File: src/rtl/core/psi_pkg.sv
// Types and constants for the per-source position integrator.
// No dependencies.
package psi_pkg;

  typedef struct packed {
    logic        [31:0] src_index;
    logic signed [31:0] in_pos_x;
    logic signed [31:0] in_pos_y;
    logic signed [31:0] in_vel_x;
    logic signed [31:0] in_vel_y;
    logic        [31:0] in_sequence;
    logic        [63:0] in_time;
    logic signed [63:0] dt_ns;
  } in_word_t;

  typedef struct packed {
    logic        [1:0]  status;
    logic signed [31:0] new_pos_x;
    logic signed [31:0] new_pos_y;
  } out_word_t;

  localparam logic [1:0] ST_OK         = 2'd0;
  localparam logic [1:0] ST_BAD_SOURCE = 2'd1;
  localparam logic [1:0] ST_BAD_DT     = 2'd2;
  localparam logic [1:0] ST_RANGE      = 2'd3;

  // 1e9 = 2^9 * 1953125: drop nine low bits, then divide by the odd factor
  // with a reciprocal; the estimate is low by at most one
  localparam logic [21:0] DIV_ODD = 22'd1953125;
  localparam logic [31:0] RECIP   = 32'd2305843009;  // floor(2^52 / 1953125)

  // table entry: {valid, time, sequence, vel_y, vel_x, pos_y, pos_x}
  localparam int ENTRY_W = 225;

  typedef struct packed {
    logic clear_step;
    logic load;
    logic look;
    logic mul_lo;
    logic mul_hi;
    logic sum;
    logic recip;
    logic q_est;
    logic back_sub;
    logic q_fix;
    logic finish;
    logic commit;
  } cmd_t;

  typedef struct packed {
    logic clear_done;
    logic out_free;
  } stat_t;

endpackage

File: src/rtl/core/psi_ctrl.sv
// Sequencer for the position integrator: clear pass, then one sample at a time.
// Depends on psi_pkg.
module psi_ctrl (
  input  logic          clk,
  input  logic          rst,
  input  logic          sample_valid,
  input  psi_pkg::stat_t stat,
  output logic          sample_stall,
  output psi_pkg::cmd_t cmd
);
  typedef enum logic [3:0] {
    S_CLEAR, S_IDLE, S_LOOK, S_MUL_LO, S_MUL_HI, S_SUM, S_RECIP, S_QEST, S_BACK, S_FIX,
    S_FINISH, S_COMMIT
  } state_t;

  state_t state;

  always_ff @(posedge clk) begin
    if (rst) begin
      state <= S_CLEAR;
    end else begin
      unique case (state)
        S_CLEAR:  if (stat.clear_done) state <= S_IDLE;
        S_IDLE:   if (sample_valid) state <= S_LOOK;
        S_LOOK:   state <= S_MUL_LO;
        S_MUL_LO: state <= S_MUL_HI;
        S_MUL_HI: state <= S_SUM;
        S_SUM:    state <= S_RECIP;
        S_RECIP:  state <= S_QEST;
        S_QEST:   state <= S_BACK;
        S_BACK:   state <= S_FIX;
        S_FIX:    state <= S_FINISH;
        S_FINISH: state <= S_COMMIT;
        S_COMMIT: if (stat.out_free) state <= S_IDLE;
        default:  state <= S_CLEAR;
      endcase
    end
  end

  always_comb begin
    sample_stall     = (state != S_IDLE);
    cmd              = '0;
    cmd.clear_step   = (state == S_CLEAR);
    cmd.load         = (state == S_IDLE) && sample_valid;
    cmd.look         = (state == S_LOOK);
    cmd.mul_lo       = (state == S_MUL_LO);
    cmd.mul_hi       = (state == S_MUL_HI);
    cmd.sum          = (state == S_SUM);
    cmd.recip        = (state == S_RECIP);
    cmd.q_est        = (state == S_QEST);
    cmd.back_sub     = (state == S_BACK);
    cmd.q_fix        = (state == S_FIX);
    cmd.finish       = (state == S_FINISH);
    cmd.commit       = (state == S_COMMIT) && stat.out_free;
  end
endmodule

File: config.mk
export PLATFORM = sky130hd
export DESIGN_NAME = psi_ctrl
export DESIGN_NICKNAME = d
export VERILOG_FILES = /design/src/rtl/core/psi_pkg.sv /design/src/rtl/core/psi_ctrl.sv
export SDC_FILE = /design/constraint.sdc
export NUM_CORES = 1
export LEC_CHECK = 0
export BUFFER_PORTS_ARGS = -buffer_cell sky130_fd_sc_hd__buf_2
export CAP_MARGIN = 20
export CORE_AREA = 2 2 39 41
export DETAILED_ROUTE_END_ITERATION = 10
export DIE_AREA = 0 0 41 43
export PLACE_DENSITY = 0.57
export SLEW_MARGIN = 10
export SYNTH_ARGS = -nofsm -noshare
export SYNTH_HDL_FRONTEND = slang
export SYNTH_SLANG_ARGS = --single-unit
File: constraint.sdc
create_clock -name clk -period 1.2 [get_ports clk]
set_input_delay 0.12 -clock clk [delete_from_list [all_inputs] [get_ports clk]]
set_output_delay 0.12 -clock clk [all_outputs]
set_load 0.03 [all_outputs]
==> Word-level counts from Yosys, hierarchy flattened <==
Cells that the tools add are included.
{ "word_totals": {"regBits": 4, "input_bits": 5, "out_inout_bits": 13, "wordCells": 24} }
{ "classes": {"n_eq_ne": 15, "n_mux": 4, "n_reduce_logical": 4} }
{ "ops": {"columns": ["cell", "n"], "rows": [
  ["4-bit case mux with 12 select lines", 1],
  ["4-bit by 3-bit equality test with 1-bit output, second input constant", 4],
  ["4-bit equality test, second input constant", 4],
  ["4-bit two-way mux", 3],
  ["4-bit by 2-bit equality test with 1-bit output, second input constant", 2],
  ["2-bit inequality test, second input constant", 3],
  ["4-bit by 1-bit equality test with 1-bit output, second input constant", 1],
  ["4-bit logical NOT", 1],
  ["4-bit by 1-bit inequality test with 1-bit output, second input constant", 1],
  ["3-bit AND reduction", 1],
  ["1-bit logical AND", 2]
]} }

==> Depth between registers and ports, before layout <==
Gate-level depths: netlist of run 1.
{ "logic_depth": {"ltp_word": 3, "depth_mapped": 4, "ltp_nobuf": 3} }

==> Least setup slack after synthesis of run 1 <==
OpenSTA, ideal clock, no wires.
{ "synth_path": {"path_type": "reg2out", "startpoint": "register state[3]", "endpoint": "output cmd[10] in the netlist's numbering", "arrival_time_ns": 1.356, "required_ns": 1.080, "setup_slack_ns": -0.276, "path_stages_with_launch": 3, "n_path_buf": 0, "cell_sequence": "dfxtp_1 or4b_4 nor2_1"} }
{ "synth_rtl": {"columns": ["element", "line", "text"], "rows": [
  ["from (decl)", "psi_ctrl.sv:16", "state_t state;"],
  ["from (signal assigned)", "psi_ctrl.sv:20", "state <= S_CLEAR;"],
  ["from (signal assigned)", "psi_ctrl.sv:23", "S_CLEAR: if (stat.clear_done) state <= S_IDLE;"],
  ["from (signal assigned)", "psi_ctrl.sv:24", "S_IDLE: if (sample_valid) state <= S_LOOK;"],
  ["to (decl)", "psi_ctrl.sv:9", "output psi_pkg::cmd_t cmd"]
]} }

==> results of run 1 <==
## synthesized netlist by cell type
library cell / instances / area [um^2]
sky130_fd_sc_hd__nor2_1: 6 / 22.52
sky130_fd_sc_hd__buf_2: 4 / 20.02
sky130_fd_sc_hd__or4_1: 1 / 7.510
sky130_fd_sc_hd__mux2i_1: 1 / 10.01
sky130_fd_sc_hd__xor2_1: 2 / 17.52
sky130_fd_sc_hd__a22o_1: 1 / 8.760
sky130_fd_sc_hd__or4b_4: 1 / 13.76
sky130_fd_sc_hd__nand2b_1: 4 / 25.02
sky130_fd_sc_hd__a21oi_1: 4 / 20.02
sky130_fd_sc_hd__o221ai_2: 1 / 15.01
sky130_fd_sc_hd__dfxtp_1: 4 / 80.08
sky130_fd_sc_hd__inv_1: 4 / 15.01
sky130_fd_sc_hd__nand2_1: 6 / 22.52
sky130_fd_sc_hd__a2bb2oi_1: 2 / 17.52
sky130_fd_sc_hd__nand4b_1: 1 / 8.760
sky130_fd_sc_hd__o21ai_1: 1 / 5.000
sky130_fd_sc_hd__nor3_1: 7 / 35.03
## cell families (layout without fill, tap and decap cells)
logic type             Yosys count  count (layout)  synth area share (%)
AND/OR/NAND/NOR                 26              26                 39.27
AO/OA/AOI/OAI                    9               9                 19.27
XOR/XNOR                         2               2                 5.092
buffers and inverters            8              37                 10.18
flip-flops                       4               4                 23.27
multiplexers                     1               1                 2.909
## worst max-delay path, cell delays in order (launching register included)
cell and delay [ns]:
sky130_fd_sc_hd__dfxtp_2 0.32, sky130_fd_sc_hd__or4b_4 0.57, sky130_fd_sc_hd__nor2_4 0.10, sky130_fd_sc_hd__buf_6 0.13
## metal layers
| layer | share of wire [%] | global-route usage, % | up-vias | wire (um) |
|---|---|---|---|---|
| li1 | - | - | 236 | - |
| met1 | 41 | 15.43 | 221 | 460 |
| met2 | 54 | 21.25 | 17 | 610 |
| met3 | 5.1 | 1.571 | 0 | 57 |
| met4 | 0 | 6.000 | 0 | 0 |
| met5 | 0 | 0 | - | 0 |
## cell type report
type	count	area, um^2	area share (%)
inverter	4	15.01	2.116
sequential	4	90.09	12.70
tap	16	20.02	2.822
multi-input combinational	38	317.8	44.80
timing repair buffer	30	244.0	34.39
clock buffer	3	22.52	3.175
## what timing repair did
action,in CTS,in global routing
pin swaps,4,4
buffers inserted,3,3
resized for setup,29,13
hold buffers,0,0
gates cloned,2,0
setup endpoints to repair,16,16
## final timing paths
path,from,to,slack [ns],depth (start not counted)
min reg2reg,state[3]$_SDFFE_PP0P_,state[2]$_SDFFE_PP0P_,0.64,2
min,rst,state[2]$_SDFFE_PP0P_,0.05,2
max,state[3]$_SDFFE_PP0P_,cmd[10],-0.27,3
max reg2reg,state[3]$_SDFFE_PP0P_,state[3]$_SDFFE_PP0P_,-0.06,3
## power groups by stage
| stage | clock network, mW | registers, mW | logic, mW |
|---|---|---|---|
| floorplan | 0 | 0.220 | 0.652 |
| global placement | 0 | 0.221 | 0.877 |
| detailed placement | 0 | 0.224 | 0.876 |
| CTS | 0.174 | 0.238 | 1.15 |
| global route | 0.175 | 0.257 | 1.37 |
| finish | 0.166 | 0.250 | 1.29 |
## through the flow
step / utilization, % / area [um^2]
2_1_floorplan: - / 354.1
3_3_place_gp: 34.45 / 476.7
3_5_place_dp: 34.45 / 476.7
4_1_cts: 45.84 / 634.4
5_1_grt: 51.27 / 709.4
6_report: 51.27 / 709.4
==> out/summary.md, run 1 <==
• slew of the pin with the lowest slew margin: 0.2719 ns
• share of total power consumed by net switching: 47.10%
• min cycle time layout: 1.466 ns
• number of standard-cell rows in the floorplan: 14
• effective utilization at floorplan: 24.86%
• maximum number of pins on one net before global-route repair: 12
• most common library cell in the layout ignoring fill and taps: sky130_fd_sc_hd__buf_4
• Max Fanout on Critical Path: 3
• FF+latch count, synth: 4
• max-slew violation count: 0
• placeable core area: 1384 um^2
• routed length per instance: 11.87 um
• number of fill cells in the layout: 135
• post-synthesis cell area: 344.1 um^2
• share of total power in sequential cells: 14.7%
• number of maximum-capacitance constraint violations: 0
• Worst IR Drop VDD: 1.045 mV
• die boundary height: 43 um
• insertion delay of the later-clocked pin in the worst-skew pair: 0.23 ns
• Global Route Usage Sum: 12.85%
• library cells used by synthesis: 17
• TritonCTS clock tree: yes
• Setup TNS Final: -1.569 ns
• number of antenna violations at the first check in global routing: 0
• Psw: 0.8018 mW
• die extent in x: 41 um
• synthesis-to-layout area growth: 106.2%
• part of the power in the clock network: 9.7%
• WP data required: 1.08 ns
• register name with the most flops: state
• IO Count: 18
• sequential share of the synthesized area: 23.27%
• capturing element type of the critical path: output port
• maximum clock insertion buffer count: 2
• die area: 1763 um^2
• commonest cells after routing, fill and taps aside: sky130_fd_sc_hd__buf_4, sky130_fd_sc_hd__buf_6, sky130_fd_sc_hd__buf_2
• wire length of the first global-routing pass: 1566 um
• critical path data arrival time: 1.35 ns
• Post-Syn Nets: 55
• RSZ-0062 raised after global routing: yes
• vias in the first global route: 381
• first drt pass iteration count: 4
• First DRT Iteration DRCs: 9
• clock buffer count from CTS: 3
• CTS sink count: 4
• status: complete, but fails checks
• Post-route DRC: 0
• # placed instances: 84
• mean cell area of the mapped netlist: 6.882 um^2
• power density relative to cell area: 2399 nW/um^2
• HP Class: input port to register
• root buf cell: sky130_fd_sc_hd__clkbuf_4
• Post-layout nets: 86
• Worst Setup Slack, final: -0.2660 ns
• overall power of the completed layout: 1.702 mW
• cells after synthesis: 50
• registers with the most flip-flops: state x4
• timing-limited maximum frequency: 682.1 MHz
• part of the power in combinational logic: 75.6%
• post-route non-filler standard cell count: 95
• Detailed Route WL: 1128 um
• via density per instance: 4.989
• critical setup path kind: register to output port
• type of element launching the critical path: register
• placer's final routability congestion estimate: 0.7301
• Leakage Power: 0.3379 nW
• Warnings, synthesis: 0
• failing checks: negative setup slack
• Largest register FFs: 4
• number of hold violations in the final report: 0
• share of post-route cells with drive strength above 1: 68.35%
• detailed placement HPWL: 664 um
• antenna-violating nets left: 0
• setup slack at placement: -0.09306 ns
• setup clock skew after layout: 0.002575 ns
• number of H-tree levels: 1
• Cell Int Power: 0.9005 mW
• setup violators final: 15
• total grt overflow: 0
• buffers added on ports: 17
• antenna diode instance count: 0
• Clk pin slew, worst setup/hold paths: 0.04 ns
• share of the clock period used by the worst path after layout: 122.2%
• Worst Hold Margin: 0.05062 ns
• tightest slew margin relative to the limit: 81.73%
• via total after detailed routing: 474
Power figures use the tool's default switching activity.
==> inputs of run 2 (changes only) <==
--- a/config.mk
+++ b/config.mk
@@ -11,6 +11,7 @@
 export DETAILED_ROUTE_END_ITERATION = 10
 export DIE_AREA = 0 0 41 43
 export PLACE_DENSITY = 0.57
+export SETUP_SLACK_MARGIN = 0.1
 export SLEW_MARGIN = 10
 export SYNTH_ARGS = -nofsm -noshare
 export SYNTH_HDL_FRONTEND = slang
==> run 2 against run 1 <==
Effect of this change: the flow still finishes with violations (negative setup slack); critical path depth did not move; combinational power increased by 30%; power is 23% higher; sequential power down 2%; register-to-register slack worse by 0.13 ns; via count up 3.0%; non-clock buffer count increased by 4; largest cell class unchanged; highest routed layer is now met4.
==> out/summary.md, run 2 (synthesis results as in run 1) <==
• status: complete, but fails checks
• failing checks: negative setup slack
• Metal-1 WL: 556 um, +21%
• maximum clock insertion buffer count: 2, unchanged
• maximum number of pins on one net before global-route repair: 12, unchanged
• buffering stage count on the worst path with inverters included: 1, unchanged
• count of cell instances traversed by the critical path: 3, unchanged
• most common library cell in the layout ignoring fill and taps: sky130_fd_sc_hd__buf_6
• critical path, cell by cell: or4b_4 -> nor2_4 -> buf_6
• Cell Int Power: 1.152 mW, +28%
• TritonCTS clock tree: yes
• IO Count: 18, unchanged
• Worst Setup Slack, final: -0.2620 ns, +0.004005 ns
• registers with the most flip-flops: state x4
• synthesis-to-layout area growth: 143.6%
• number of H-tree levels: 1, unchanged
• Max Fanout on Critical Path: 3, unchanged
• share of total power consumed by net switching: 44.98%, -2.1 points
• routed length per instance: 13.99 um, +18%
• root buf cell: sky130_fd_sc_hd__clkbuf_4
• power density relative to cell area: 2497 nW/um^2, +4.1%
• CTS sink count: 4, unchanged
• setup clock skew after layout: 0.006206 ns, +0.003631 ns
• via density per instance: 4.929, -1.2%
• r2r endpoint: state[1]$_SDFFE_PP0P_
• detailed placement HPWL: 672.6 um, +1.3%
• Global Route Usage Sum: 18.07%, +5.2 points
• HP Class: input port to register
• Worst IR Drop VDD: 0.8488 mV, -19%
• slew of the pin with the lowest slew margin: 0.2283 ns, -0.04356 ns
• commonest cells after routing, fill and taps aside: sky130_fd_sc_hd__buf_6, sky130_fd_sc_hd__buf_4, sky130_fd_sc_hd__buf_2
• register name with the most flops: state
• die extent in x: 41 um, unchanged
• origin of the critical flop-to-flop path: state[1]$_SDFFE_PP0P_
• number of standard-cell rows in the floorplan: 14, unchanged
• beginning of the critical path: state[1]$_SDFFE_PP0P_
• capturing element type of the critical path: output port
• overall power of the completed layout: 2.094 mW, +23%
• placer's final routability congestion estimate: 0.7386, +1.2%
• Max stage delay on crit path: 0.56 ns, about the same
• placeable core area: 1384 um^2, unchanged
• number of antenna violations at the first check in global routing: 0, unchanged
• Psw: 0.9416 mW, +17%
• share of post-route cells with drive strength above 1: 73.49%, +5.1 points
• part of the power in the clock network: 8.3%, -1.4 points
• clock buffer count from CTS: 3, unchanged
• utilization of the core after routing: 60.58%, +9.3 points
• vias in the first global route: 458, +20%
• insertion delay of the later-clocked pin in the worst-skew pair: 0.24 ns, about the same
• Clk pin slew, worst setup/hold paths: 0.04 ns, about the same
• Post-route DRC: 0, unchanged
• max-slew violation count: 0, unchanged
• effective utilization at floorplan: 24.86%, unchanged
• family of cells with the greatest summed delay on the critical path: simple AND/OR/NAND/NOR gates
• critical setup path kind: register to output port
• met3 routed wirelength: 39 um, -32%
• number of hold violations in the final report: 0, unchanged
• antenna-violating nets left: 0, unchanged
• slowest stage cell, crit path: sky130_fd_sc_hd__or4b_4
• die boundary height: 43 um, unchanged
• timing-limited maximum frequency: 684.0 MHz, +0.27%
• Highest Signal Layer: met4
• First DRT Iteration DRCs: 9, unchanged
• share of the clock period used by the worst path after layout: 121.8%, -0.33 points
• die area: 1763 um^2, unchanged
• number of maximum-capacitance constraint violations: 0, unchanged
• total grt overflow: 0, unchanged
• wire length of the first global-routing pass: 2159 um, +38%
• share of total power in sequential cells: 11.6%, -3.1 points
• Largest register FFs: 4, unchanged
• critical path data arrival time: 1.34 ns, about the same
• number of buffers added to fix hold violations after cts: 0, unchanged
• WP data required: 1.08 ns, about the same
• Met2 Wirelength: 751 um, +23%
• RSZ-0062 raised after global routing: yes
• antenna diode instance count: 0, unchanged
• part of the power in combinational logic: 80.1%, +4.5 points
• type of element launching the critical path: register
• worst setup path endpoint: cmd[10]
• via total after detailed routing: 488, +3.0%
• Detailed Route WL: 1385 um, +23%
• reg-to-reg setup timing slack: -0.19 ns, -0.13 ns
• Leakage Power: 0.3656 nW, +8.2%
• setup violators final: 16, +1
• tightest slew margin relative to the limit: 84.66%, +2.9 points
• buffers added on ports: 17, unchanged
• cell count of the worst reg-to-reg path: 4, +1
• first drt pass iteration count: 4, unchanged
• min cycle time layout: 1.462 ns, -0.004005 ns
• Post-layout nets: 90, +4.7%
[run 2: worst min path at each step]
stage,startpoint,end,slack [ns],depth (start not counted)
after global routing,rst,state[2]$_SDFFE_PP0P_,0.05,2
after floorplan,rst,state[2]$_SDFFE_PP0P_,0.20,1
final,rst,state[2]$_SDFFE_PP0P_,0.04,2
after CTS,rst,state[2]$_SDFFE_PP0P_,0.04,2
after detailed placement,rst,state[2]$_SDFFE_PP0P_,0.30,2
after global placement,rst,state[2]$_SDFFE_PP0P_,0.30,2
[run 2: through the flow]
stage / hold slack (ns) / TNS [ns] / std cells / cell area [um^2] / setup slack (ns)
finish: 0.04234 / -2.518 / 99 / 838.3 / -0.2620
floorplan: 0.1968 / -0.5111 / 50 / 406.6 / -0.09170
CTS: 0.03892 / -2.045 / 94 / 745.7 / -0.2686
global placement: 0.3050 / -0.2377 / 83 / 521.8 / -0.06794
detailed placement: 0.3012 / -0.2917 / 83 / 521.8 / -0.07463
global route: 0.04973 / -3.259 / 99 / 838.3 / -0.3017
[run 2: cell type report]
| type | instances | area [um^2] |
|---|---|---|
| fillers | 132 | 545.5 |
| multi-input cells | 38 | 362.8 |
| repair buffers | 34 | 332.8 |
| flip-flops and latches | 4 | 85.08 |
| clock buffers | 3 | 22.52 |
| well taps | 16 | 20.02 |
| inverters | 4 | 15.01 |
[run 2: repair_timing]
action                                  4_1_cts  5_1_grt
pin swaps                                     1        6
gates cloned                                  2        0
resized for setup                            36       12
buffers inserted                              6        5
endpoints found under the setup margin       16       17
[run 2: power by group through the flow]
stage | Combinational [mW] | Sequential, mW | Clock (mW)
2_1_floorplan | 0.728 | 0.217 | 0
3_3_place_gp | 0.936 | 0.217 | 0
3_5_place_dp | 0.942 | 0.218 | 0
4_1_cts | 1.38 | 0.240 | 0.178
5_1_grt | 1.78 | 0.250 | 0.189
6_report | 1.68 | 0.244 | 0.173
[run 2: layer usage]
metal  track usage, %  vias up
met2            28.75       15
met4            8.000        0
met3            2.094        4
met5                0        -
li1                 -      240
met1            23.15      229
